[src/rtl/core/lifcd_pkg.sv]
// ----------------------------------------------------------------------------
// lifcd_pkg
// Shared types and constants of the conductance-jump integrate-and-fire neuron.
// ----------------------------------------------------------------------------
`default_nettype none

package lifcd_pkg;

  localparam int RING_W = 18;
  localparam int MAG_W  = 19;
  localparam int CFG_AW = 5;
  localparam int CFG_DW = 32;

  localparam logic [RING_W-1:0] RING_MAX = 18'h3FFFF;

  // reset values of the configuration registers
  localparam logic [15:0]        DECAY_RST   = 16'd65100;
  localparam logic signed [15:0] EREV_RST    = 16'sd17920;
  localparam logic signed [15:0] IREV_RST    = -16'sd2560;
  localparam logic signed [15:0] THRESH_RST  = 16'sd3840;
  localparam logic signed [15:0] RESETLV_RST = 16'sd0;
  localparam logic [15:0]        REFR_RST    = 16'd20;
  localparam logic signed [15:0] REST_RST    = -16'sd17920;

  typedef enum logic [2:0] {
    REG_DECAY   = 3'd0,
    REG_EREV    = 3'd1,
    REG_IREV    = 3'd2,
    REG_THRESH  = 3'd3,
    REG_RESETLV = 3'd4,
    REG_REFR    = 3'd5,
    REG_REST    = 3'd6
  } lifcd_reg_t;

  typedef struct packed {
    logic [15:0]        decay_factor;
    logic signed [15:0] excitatory_reversal;
    logic signed [15:0] inhibitory_reversal;
    logic signed [15:0] threshold_level;
    logic signed [15:0] reset_level;
    logic [15:0]        refractory_steps;
    logic signed [15:0] resting_level;
  } lifcd_cfg_t;

  // classified item as it travels from front to back
  typedef struct packed {
    logic             is_tick;
    logic             excit;
    logic [MAG_W-1:0] mag;
  } lifcd_item_t;

endpackage

`default_nettype wire

[src/rtl/core/lifcd_ram.sv]
// ----------------------------------------------------------------------------
// lifcd_ram
// Generic single-write, single-read RAM with registered read data.
// ----------------------------------------------------------------------------
`default_nettype none

module lifcd_ram #(
  parameter int WIDTH = 18,
  parameter int DEPTH = 16
) (
  input  wire logic                     clk,
  input  wire logic                     we,
  input  wire logic [$clog2(DEPTH)-1:0] waddr,
  input  wire logic [WIDTH-1:0]         wdata,
  input  wire logic                     re,
  input  wire logic [$clog2(DEPTH)-1:0] raddr,
  output logic      [WIDTH-1:0]         rdata
);

  logic [WIDTH-1:0] mem [DEPTH];

  always_ff @(posedge clk) begin
    if (we) begin
      mem[waddr] <= wdata;
    end
    if (re) begin
      rdata <= mem[raddr];
    end
  end

endmodule

`default_nettype wire

[src/rtl/core/lifcd_front.sv]
// ----------------------------------------------------------------------------
// lifcd_front
// Accepts items, works out ring, magnitude and delay slot offset, and holds
// them in a two-entry queue for the back end.
// ----------------------------------------------------------------------------
`default_nettype none

module lifcd_front #(
  parameter int DELAY_SLOTS = 16
) (
  input  wire logic                           clk,
  input  wire logic                           rst,
  input  wire logic                           push,
  output logic                                full,
  input  wire logic                           req_type,
  input  wire logic signed [15:0]             weight,
  input  wire logic [3:0]                     multiplicity,
  input  wire logic [3:0]                     delay_ticks,
  output logic                                q_valid,
  input  wire logic                           q_pop,
  output lifcd_pkg::lifcd_item_t              q_item,
  output logic [$clog2(DELAY_SLOTS)-1:0]      q_dmod
);

  localparam int PW     = $clog2(DELAY_SLOTS);
  localparam int MW     = lifcd_pkg::MAG_W;
  localparam int DW     = ((PW > 4) ? PW : 4) + 1;
  localparam int QDEPTH = 2;
  localparam int QAW    = $clog2(QDEPTH);
  localparam int CW     = $clog2(QDEPTH + 1);
  localparam logic [DW-1:0] SLOTS_W = DW'(DELAY_SLOTS);

  logic                         accept;
  logic [15:0]                  abs_w;
  logic [lifcd_pkg::MAG_W-1:0]  prod;
  logic [DW-1:0]                d;
  lifcd_pkg::lifcd_item_t       entry;
  logic [PW-1:0]                dmod;

  logic [CW-1:0]                count;
  logic [QAW-1:0]               wr_ptr;
  logic [QAW-1:0]               rd_ptr;
  lifcd_pkg::lifcd_item_t       item_mem [QDEPTH];
  logic [PW-1:0]                dmod_mem [QDEPTH];

  assign full    = (count == CW'(QDEPTH));
  assign accept  = push && !full;
  assign q_valid = (count != '0);
  assign q_item  = item_mem[rd_ptr];
  assign q_dmod  = dmod_mem[rd_ptr];

  assign abs_w = weight[15] ? 16'(-weight) : 16'(weight);
  assign prod  = MW'(abs_w) * MW'(multiplicity);

  // delay reduced modulo the ring length by repeated subtraction
  always_comb begin
    d = DW'(delay_ticks);
    for (int i = 0; i < 8; i++) begin
      if (d >= SLOTS_W) begin
        d = d - SLOTS_W;
      end
    end
    dmod = d[PW-1:0];
  end

  always_comb begin
    entry.is_tick = req_type;
    entry.excit   = !weight[15] && (weight != 16'sd0);
    entry.mag     = prod;
  end

  always_ff @(posedge clk) begin
    if (rst) begin
      count  <= '0;
      wr_ptr <= '0;
      rd_ptr <= '0;
    end else begin
      if (accept) begin
        wr_ptr <= QAW'(wr_ptr + 1'b1);
      end
      if (q_pop) begin
        rd_ptr <= QAW'(rd_ptr + 1'b1);
      end
      if (accept && !q_pop) begin
        count <= CW'(count + 1'b1);
      end else if (!accept && q_pop) begin
        count <= CW'(count - 1'b1);
      end
    end
  end

  always_ff @(posedge clk) begin
    if (accept) begin
      item_mem[wr_ptr] <= entry;
      dmod_mem[wr_ptr] <= dmod;
    end
  end

  // the back end only takes an item that is there
  a_pop_nonempty: assert property (@(posedge clk) disable iff (rst) q_pop |-> q_valid)
    else $error("queue popped while empty");

endmodule

`default_nettype wire

[src/rtl/core/lifcd_back.sv]
// ----------------------------------------------------------------------------
// lifcd_back
// Executes queued items: ring read-modify-write for arrivals, and the leak,
// conductance jump, threshold and refractory update for ticks.
// ----------------------------------------------------------------------------
`default_nettype none

module lifcd_back #(
  parameter int DELAY_SLOTS = 16
) (
  input  wire logic                           clk,
  input  wire logic                           rst,
  input  wire lifcd_pkg::lifcd_cfg_t          cfg,
  input  wire logic                           q_valid,
  output logic                                q_pop,
  input  wire lifcd_pkg::lifcd_item_t         q_item,
  input  wire logic [$clog2(DELAY_SLOTS)-1:0] q_dmod,
  output logic                                empty,
  input  wire logic                           pop,
  output logic                                fired,
  output logic signed [15:0]                  membrane_potential
);

  localparam int PW = $clog2(DELAY_SLOTS);
  localparam int RW = lifcd_pkg::RING_W;
  localparam int MW = lifcd_pkg::MAG_W;
  localparam logic [PW:0] SLOTS_W = (PW + 1)'(DELAY_SLOTS);

  typedef enum logic [6:0] {
    S_IDLE   = 7'b0000001,
    S_ARRIVE = 7'b0000010,
    S_DECAY  = 7'b0000100,
    S_VSAT   = 7'b0001000,
    S_MULE   = 7'b0010000,
    S_MULI   = 7'b0100000,
    S_FINISH = 7'b1000000
  } back_state_t;

  function automatic logic signed [15:0] sat16(input logic signed [25:0] x);
    if (x > 26'sd32767) begin
      return 16'sd32767;
    end else if (x < -26'sd32768) begin
      return -16'sd32768;
    end else begin
      return x[15:0];
    end
  endfunction

  back_state_t              state;
  logic [PW-1:0]            pos;
  logic [15:0]              refr;
  logic signed [15:0]       pot;
  logic [DELAY_SLOTS-1:0]   evalid;
  logic [DELAY_SLOTS-1:0]   ivalid;
  logic                     active;
  logic                     hit_e;
  logic                     hit_i;
  logic [PW-1:0]            slot_q;
  logic                     excit_q;
  logic [MW-1:0]            mag_q;
  logic [RW-1:0]            ge_q;
  logic [RW-1:0]            gi_q;
  logic signed [32:0]       prod_d;
  logic signed [15:0]       v_q;
  logic signed [35:0]       pe_q;
  logic signed [35:0]       pi_q;
  logic                     out_valid;

  logic [PW:0]              slot_sum;
  logic [PW-1:0]            slot;
  logic [PW-1:0]            raddr;
  logic                     e_re;
  logic                     i_re;
  logic                     e_we;
  logic                     i_we;
  logic [RW-1:0]            e_rdata;
  logic [RW-1:0]            i_rdata;
  logic [RW-1:0]            old_val;
  logic [RW+1:0]            sum_w;
  logic [RW-1:0]            wdata;
  logic signed [32:0]       dsh;
  logic signed [16:0]       diff_e;
  logic signed [16:0]       diff_i;
  logic signed [36:0]       acc;
  logic signed [36:0]       acc_r;
  logic signed [25:0]       cand;
  logic signed [15:0]       pot_cand;
  logic signed [15:0]       pot_final;
  logic signed [16:0]       abs_pot;
  logic                     fire;
  logic                     out_free;

  assign q_pop = (state == S_IDLE) && q_valid;

  // target slot of an arrival
  assign slot_sum = {1'b0, pos} + {1'b0, q_dmod};
  assign slot     = (slot_sum >= SLOTS_W) ? PW'(slot_sum - SLOTS_W) : slot_sum[PW-1:0];
  assign raddr    = q_item.is_tick ? pos : slot;

  assign e_re = q_pop && (q_item.is_tick || q_item.excit);
  assign i_re = q_pop && (q_item.is_tick || !q_item.excit);
  assign e_we = (state == S_ARRIVE) && excit_q;
  assign i_we = (state == S_ARRIVE) && !excit_q;

  // an entry not written since its last read counts as zero
  assign old_val = excit_q ? (hit_e ? e_rdata : '0) : (hit_i ? i_rdata : '0);
  assign sum_w   = {2'b00, old_val} + {1'b0, mag_q};
  assign wdata   = (sum_w > {2'b00, lifcd_pkg::RING_MAX}) ? lifcd_pkg::RING_MAX : sum_w[RW-1:0];

  lifcd_ram #(.WIDTH(RW), .DEPTH(DELAY_SLOTS)) u_exc_ring (
    .clk   (clk),
    .we    (e_we),
    .waddr (slot_q),
    .wdata (wdata),
    .re    (e_re),
    .raddr (raddr),
    .rdata (e_rdata)
  );

  lifcd_ram #(.WIDTH(RW), .DEPTH(DELAY_SLOTS)) u_inh_ring (
    .clk   (clk),
    .we    (i_we),
    .waddr (slot_q),
    .wdata (wdata),
    .re    (i_re),
    .raddr (raddr),
    .rdata (i_rdata)
  );

  // tick arithmetic
  assign dsh    = (prod_d + 33'sd32768) >>> 16;
  assign diff_e = 17'($signed(cfg.excitatory_reversal)) - 17'(v_q);
  assign diff_i = 17'($signed(cfg.inhibitory_reversal)) - 17'(v_q);
  assign acc    = 37'(pe_q) + 37'(pi_q);
  assign acc_r  = (acc + 37'sd2048) >>> 12;
  assign cand   = $signed(acc_r[25:0]) + 26'(v_q);

  assign pot_cand  = active ? sat16(cand) : pot;
  assign fire      = (pot_cand >= $signed(cfg.threshold_level));
  assign pot_final = fire ? $signed(cfg.reset_level) : pot_cand;
  assign abs_pot   = 17'(pot_final) + 17'($signed(cfg.resting_level));
  assign out_free  = !out_valid || pop;

  assign empty = !out_valid;

  always_ff @(posedge clk) begin
    if (rst) begin
      state     <= S_IDLE;
      pos       <= '0;
      refr      <= '0;
      pot       <= '0;
      evalid    <= '0;
      ivalid    <= '0;
      out_valid <= 1'b0;
    end else begin
      if ((state == S_FINISH) && out_free) begin
        out_valid <= 1'b1;
      end else if (pop && out_valid) begin
        out_valid <= 1'b0;
      end
      case (state)
        S_IDLE: begin
          if (q_valid) begin
            if (q_item.is_tick) begin
              evalid[pos] <= 1'b0;
              ivalid[pos] <= 1'b0;
              pos         <= (pos == PW'(DELAY_SLOTS - 1)) ? '0 : PW'(pos + 1'b1);
              if (refr != 16'd0) begin
                refr  <= refr - 16'd1;
                state <= S_FINISH;
              end else begin
                state <= S_DECAY;
              end
            end else begin
              state <= S_ARRIVE;
            end
          end
        end
        S_ARRIVE: begin
          if (excit_q) begin
            evalid[slot_q] <= 1'b1;
          end else begin
            ivalid[slot_q] <= 1'b1;
          end
          state <= S_IDLE;
        end
        S_DECAY: state <= S_VSAT;
        S_VSAT:  state <= S_MULE;
        S_MULE:  state <= S_MULI;
        S_MULI:  state <= S_FINISH;
        S_FINISH: begin
          if (out_free) begin
            pot <= pot_final;
            if (fire) begin
              refr <= cfg.refractory_steps;
            end
            state <= S_IDLE;
          end
        end
        default: state <= S_IDLE;
      endcase
    end
  end

  // datapath registers
  always_ff @(posedge clk) begin
    if (q_pop) begin
      hit_e   <= evalid[raddr];
      hit_i   <= ivalid[raddr];
      slot_q  <= slot;
      excit_q <= q_item.excit;
      mag_q   <= q_item.mag;
      active  <= (refr == 16'd0);
    end
    if (state == S_DECAY) begin
      ge_q   <= hit_e ? e_rdata : '0;
      gi_q   <= hit_i ? i_rdata : '0;
      prod_d <= 33'($signed({1'b0, cfg.decay_factor})) * 33'(pot);
    end
    if (state == S_VSAT) begin
      v_q <= sat16(26'(dsh));
    end
    if (state == S_MULE) begin
      pe_q <= 36'(diff_e) * 36'($signed({1'b0, ge_q}));
    end
    if (state == S_MULI) begin
      pi_q <= 36'(diff_i) * 36'($signed({1'b0, gi_q}));
    end
    if ((state == S_FINISH) && out_free) begin
      fired              <= fire;
      membrane_potential <= sat16(26'(abs_pot));
    end
  end

  a_tick_clears_slot: assert property (@(posedge clk) disable iff (rst)
    (q_pop && q_item.is_tick) |=> (!evalid[$past(pos)] && !ivalid[$past(pos)]))
    else $error("ring slot still marked after tick read");

  a_fire_reloads: assert property (@(posedge clk) disable iff (rst)
    ((state == S_FINISH) && out_free && fire) |=>
      (refr == $past(cfg.refractory_steps)) && out_valid && fired)
    else $error("refractory counter not reloaded on spike");

  a_result_from_tick: assert property (@(posedge clk) disable iff (rst)
    $rose(out_valid) |-> $past(state == S_FINISH))
    else $error("result produced outside tick completion");

endmodule

`default_nettype wire

[src/rtl/core/conductance_delta_lif_neuron.sv]
// ----------------------------------------------------------------------------
// conductance_delta_lif_neuron
// Leaky integrate-and-fire neuron with conductance-jump synapses and
// excitatory/inhibitory delay rings, Q8.8 mV potentials.
// ----------------------------------------------------------------------------
//  channel   handshake               payload
//  -------   ---------------------   -------------------------------------------
//  input     push / full             req_type, weight, multiplicity, delay_ticks
//  result    pop / empty             fired, membrane_potential
//  config    psel/penable/pready     paddr, pwdata, pwrite, prdata
//
//  an arrival passes through the back end as a ring read, then an add and write
//  a tick steps through the chained decay, saturate, excitatory multiply and
//  inhibitory multiply states before finish; a refractory tick skips to finish
//  the front queues two items, so input is taken while the back end works
//  a finished tick waits in the result register; the back end stalls only
//  when a second tick completes before the first result is popped
//  reset clears the rings through per-slot valid bits, no clearing pass
// ----------------------------------------------------------------------------
`default_nettype none

module conductance_delta_lif_neuron #(
  parameter int DELAY_SLOTS = 16
) (
  input  wire logic                          clk,
  input  wire logic                          rst,
  input  wire logic                          push,
  output logic                               full,
  input  wire logic                          req_type,
  input  wire logic signed [15:0]            weight,
  input  wire logic [3:0]                    multiplicity,
  input  wire logic [3:0]                    delay_ticks,
  output logic                               empty,
  input  wire logic                          pop,
  output logic                               fired,
  output logic signed [15:0]                 membrane_potential,
  input  wire logic                          psel,
  input  wire logic                          penable,
  input  wire logic                          pwrite,
  input  wire logic [lifcd_pkg::CFG_AW-1:0]  paddr,
  input  wire logic [lifcd_pkg::CFG_DW-1:0]  pwdata,
  output logic [lifcd_pkg::CFG_DW-1:0]       prdata,
  output logic                               pready
);

  localparam int PW = $clog2(DELAY_SLOTS);

  lifcd_pkg::lifcd_cfg_t  cfg;
  lifcd_pkg::lifcd_reg_t  reg_idx;
  logic                   cfg_wr;
  logic                   q_valid;
  logic                   q_pop;
  lifcd_pkg::lifcd_item_t q_item;
  logic [PW-1:0]          q_dmod;

  assign pready  = 1'b1;
  assign cfg_wr  = psel && penable && pwrite && pready;
  assign reg_idx = lifcd_pkg::lifcd_reg_t'(paddr[lifcd_pkg::CFG_AW-1:2]);

  always_ff @(posedge clk) begin
    if (rst) begin
      cfg.decay_factor        <= lifcd_pkg::DECAY_RST;
      cfg.excitatory_reversal <= lifcd_pkg::EREV_RST;
      cfg.inhibitory_reversal <= lifcd_pkg::IREV_RST;
      cfg.threshold_level     <= lifcd_pkg::THRESH_RST;
      cfg.reset_level         <= lifcd_pkg::RESETLV_RST;
      cfg.refractory_steps    <= lifcd_pkg::REFR_RST;
      cfg.resting_level       <= lifcd_pkg::REST_RST;
    end else if (cfg_wr) begin
      case (reg_idx)
        lifcd_pkg::REG_DECAY:   cfg.decay_factor        <= pwdata[15:0];
        lifcd_pkg::REG_EREV:    cfg.excitatory_reversal <= pwdata[15:0];
        lifcd_pkg::REG_IREV:    cfg.inhibitory_reversal <= pwdata[15:0];
        lifcd_pkg::REG_THRESH:  cfg.threshold_level     <= pwdata[15:0];
        lifcd_pkg::REG_RESETLV: cfg.reset_level         <= pwdata[15:0];
        lifcd_pkg::REG_REFR:    cfg.refractory_steps    <= pwdata[15:0];
        lifcd_pkg::REG_REST:    cfg.resting_level       <= pwdata[15:0];
        default: ;
      endcase
    end
  end

  always_comb begin
    case (reg_idx)
      lifcd_pkg::REG_DECAY:   prdata = {16'h0000, cfg.decay_factor};
      lifcd_pkg::REG_EREV:    prdata = {16'h0000, cfg.excitatory_reversal};
      lifcd_pkg::REG_IREV:    prdata = {16'h0000, cfg.inhibitory_reversal};
      lifcd_pkg::REG_THRESH:  prdata = {16'h0000, cfg.threshold_level};
      lifcd_pkg::REG_RESETLV: prdata = {16'h0000, cfg.reset_level};
      lifcd_pkg::REG_REFR:    prdata = {16'h0000, cfg.refractory_steps};
      lifcd_pkg::REG_REST:    prdata = {16'h0000, cfg.resting_level};
      default:                prdata = '0;
    endcase
  end

  lifcd_front #(.DELAY_SLOTS(DELAY_SLOTS)) u_front (
    .clk          (clk),
    .rst          (rst),
    .push         (push),
    .full         (full),
    .req_type     (req_type),
    .weight       (weight),
    .multiplicity (multiplicity),
    .delay_ticks  (delay_ticks),
    .q_valid      (q_valid),
    .q_pop        (q_pop),
    .q_item       (q_item),
    .q_dmod       (q_dmod)
  );

  lifcd_back #(.DELAY_SLOTS(DELAY_SLOTS)) u_back (
    .clk                (clk),
    .rst                (rst),
    .cfg                (cfg),
    .q_valid            (q_valid),
    .q_pop              (q_pop),
    .q_item             (q_item),
    .q_dmod             (q_dmod),
    .empty              (empty),
    .pop                (pop),
    .fired              (fired),
    .membrane_potential (membrane_potential)
  );

endmodule

`default_nettype wire

[config.mk]
export PLATFORM = sky130hd
export DESIGN_NAME = conductance_delta_lif_neuron
export DESIGN_NICKNAME = d
export VERILOG_FILES = /design/src/rtl/core/lifcd_pkg.sv /design/src/rtl/core/lifcd_ram.sv /design/src/rtl/core/lifcd_front.sv /design/src/rtl/core/lifcd_back.sv /design/src/rtl/core/conductance_delta_lif_neuron.sv
export SDC_FILE = /design/constraint.sdc
export NUM_CORES = 2
export LEC_CHECK = 0
export BUFFER_PORTS_ARGS = -buffer_cell sky130_fd_sc_hd__buf_2
export CAP_MARGIN = 15
export CELL_PAD_IN_SITES_DETAIL_PLACEMENT = 1
export CELL_PAD_IN_SITES_GLOBAL_PLACEMENT = 2
export CORE_MARGIN = 5
export CORE_UTILIZATION = 35
export CTS_CLUSTER_DIAMETER = 80
export CTS_CLUSTER_SIZE = 20
export DETAILED_ROUTE_END_ITERATION = 16
export GPL_ROUTABILITY_DRIVEN = 0
export PLACE_DENSITY_LB_ADDON = 0.1
export SLEW_MARGIN = 20
export SYNTH_ARGS = -nofsm -noshare
export SYNTH_HDL_FRONTEND = slang
export SYNTH_SLANG_ARGS = --single-unit
[constraint.sdc]
create_clock -name clk -period 11.1 [get_ports clk]
set_input_delay 0 -clock clk [delete_from_list [all_inputs] [get_ports clk]]
set_output_delay 0 -clock clk [all_outputs]
set_load 0.05 [all_outputs]
==> reports/qor.csv <==
metric,value,unit
route.detailed.drc,0,
cts_max_level,3,
synth_edf_count,848,
dr.first_iter.drc_count,3059,
fin_crit_sh,0.941,
worst_pin_slew,1.09,ns
slew_headroom,0.274,
hold_start,pwrite,
hold_viol,0,
leakage,36.1,nW
worstHoldPathCells,5,
initial_core_util,0.351,
layout-drive-gt1-share,0.102,
cp.arrival,10.90,ns
rrSetupSlack,0.65,ns
cts.sinks,1041,
antenna_left,0,
maxSlewViolCount,0,
grt_util_all_layers,0.220,
max_stage_delay,0.59,ns
vias_per_cell,5.22,
start_kind,register,
clock_path_buffers,3,
holdWs,0.0766,ns
status,completed,
critPathKind,register to register,
rr_worst_depth,46,
die-area,237000,um^2
routed_wl,260,mm
drv_cap,0,
ys_ff_latch,1041,
antenna_found_initial,25,
synth_warnings,0,
netlist_area,79500,um^2
cts_tree,yes,
fp.dieH,487,um
clk_latency,0.78,ns
period_minus_slack,10.45,ns
wire_per_inst,24.8,um
hold_class,primary input to register,
hpwlAfterDp,190,mm
powerDensity,220,nW/um^2
portBuffers,85,
syn_avg_cell_area,10.8,um^2
end_kind,register,
grt-ovfl-total,0,
grt_setup_unrepaired,no,
vias,54600,
ios,121,
synthFlopType,edfxtp_1,
critPathRequiredTime,11.55,ns
coreArea,227000,um^2
fp.dieW,487,um
rr_endpoint,u_back.membrane_potential[6],
root_buffer,clkbuf_16,
area_growth_syn_to_layout,10.1,%
tns,0,ns
skew,0.0652,ns
fmax,0.0957,GHz
seq_area_frac_synth,0.369,
async_flop_share,0,
setup_viol,0,
worstPathMaxFanout,14,
grt_pass1_wl,393,mm
grt_pass1_vias,59100,
clk_pin_slew,0.09,ns
row_count,175,
dr.pass1.iters,8,
synthCells,7344,
rr_startpoint,u_back.pi_q[2],
grt_max_degree,115,
crit_slowest_cell,or4b_4,
cts_buffers,85,
irDropWorstVdd,0.231,mV
worstHoldEndpoint,cfg[53],
nets,8755,
synthDistinctLibCells,94,
==> area by class of cell <==
type,count,area [um^2]
flip-flops and latches,1041,29300
fillers,24700,139000
multi-input cells,5023,45800
repair buffers,305,2230
clock inverters,50,696
well taps,3009,3760
diodes,9,22.5
clock buffers,95,2180
inverters,936,3510
==> cell families (layout without fill, tap and decap cells) <==
group | count (synthesis) | after routing | synth area share
other | 2 | 26 | 0.0000945
multiplexers | 279 | 279 | 0.0612
adder cells (fa/ha/maj) | 1294 | 1294 | 0.270
AND/OR/NAND/NOR | 2236 | 2236 | 0.135
buffers and inverters | 1295 | 1386 | 0.0623
flip-flops | 1041 | 1041 | 0.369
XOR/XNOR | 211 | 211 | 0.0233
AO/OA/AOI/OAI | 986 | 986 | 0.0786
==> where the power goes <==
group          total, mW  internal [mW]  leakage (nW)  switching [mW]
Clock               3.22           1.59          1.39            1.63
Combinational       10.1           3.47          25.6            6.65
Sequential          5.87           5.70          9.13           0.172
Total               19.2           10.8          36.1            8.45
==> timing repair <==
item,CTS,global route
setup endpoints to repair,2,16
pin swaps,0,5
hold buffers,39,0
setup buffers,0,12
hold endpoints to repair,217,0
gates resized for setup,1,20
==> critical path: cells and delay by family (launching register included) <==
family | cells | cell delay, ns
flip-flops | 1 | 0.38
adder cells (fa/ha/maj) | 5 | 1.45
AND/OR/NAND/NOR | 10 | 1.83
AO/OA/AOI/OAI | 28 | 6.00
XOR/XNOR | 1 | 0.14
buffers and inverters | 2 | 0.29
==> synth_stat cells (32+ instances only) <==
library cell  number  area share
nand2_1          965       0.046
inv_1            935       0.044
edfxtp_1         848        0.32
fa_1             705        0.18
ha_1             589       0.093
and2_1           382       0.030
a21oi_1          364       0.023
nor2_1           311       0.015
clkbuf_1         297       0.014
dfxtp_1          193       0.049
o21ai_0          178       0.011
mux4_2           160       0.045
xnor2_1          139       0.015
nor2b_1          118      0.0093
nand3_1          115      0.0072
a211oi_1          73      0.0069
xor2_1            71      0.0078
nand2b_1          70      0.0055
mux2i_1           63      0.0079
mux2_2            56      0.0079
nor3_1            55      0.0035
a21o_1            54      0.0051
and3_1            45      0.0035
a31oi_1           42      0.0033
nand3b_1          35      0.0033
buf_1             32      0.0015
==> state kept, by name (all words and copies together), names as in the netlist, 7 cells and up, named ones only <==
signal,count
cfg,112
u_back.v_q,16
u_back.ge_q,18
u_back.ivalid,16
u_back.gi_q,18
u_back.pi_q,36
u_back.u_exc_ring.mem,288
u_back.membrane_potential,16
u_back.evalid,16
u_back.refr,16
u_back.state,7
u_back.pot,16
u_back.u_inh_ring.rdata,18
u_front.item_mem,42
u_back.pe_q,36
u_back.prod_d,18
u_back.mag_q,19
u_back.u_inh_ring.mem,288
u_back.u_exc_ring.rdata,18
u_front.dmod_mem,8
==> worst max path at each step <==
stage / from / end / slack (ns) / cells after the start
2_1_floorplan: u_back.pi_q[11] / u_back.membrane_potential[4] / 0.84 / 53
3_3_place_gp: u_back.pi_q[11] / u_back.membrane_potential[8] / 0.27 / 47
3_5_place_dp: u_back.pe_q[11] / u_back.membrane_potential[8] / 0.10 / 49
4_1_cts: u_back.pi_q[11] / u_back.membrane_potential[14] / 0.07 / 52
5_1_grt: u_back.pi_q[11] / u_back.membrane_potential[8] / 0.03 / 49
6_report: u_back.pi_q[2] / u_back.membrane_potential[6] / 0.65 / 46
==> layout by cell type, fill, tap and decap left out, drive strengths merged, types with 42 or more instances in the layout <==
master | Yosys | routed
nand2 | 965 | 965
inv | 935 | 951
edfxtp | 848 | 848
fa | 705 | 705
ha | 589 | 589
and2 | 384 | 384
a21oi | 366 | 366
nor2 | 311 | 311
buf | 62 | 266
dfxtp | 193 | 193
o21ai | 183 | 183
mux4 | 160 | 160
xnor2 | 139 | 139
nor2b | 118 | 118
nand3 | 115 | 115
clkbuf | 297 | 95
a211oi | 74 | 74
xor2 | 72 | 72
nand2b | 70 | 70
mux2i | 63 | 63
mux2 | 56 | 56
nor3 | 56 | 56
a21o | 54 | 54
and3 | 46 | 46
a31oi | 42 | 42
==> per-layer routing <==
layer | global-route usage | routed length, um
met5 | 0 | 0
met4 | 0.0364 | 3860
met3 | 0.0172 | 6500
met2 | 0.379 | 128000
met1 | 0.309 | 122000
==> per-stage QoR <==
stage	instances	worst slack [ns]	util	power (mW)	cell area, um^2
3_3_place_gp	10300	0.268	0.371	16.0	84000
3_5_place_dp	10300	0.105	0.371	16.2	84000
2_1_floorplan	7359	0.839	-	12.1	79600
6_report	10500	0.653	0.386	19.2	87500
4_1_cts	10400	0.0704	0.385	19.5	87300
5_1_grt	10500	0.0325	0.386	20.6	87500
Power figures use the tool's default switching activity.
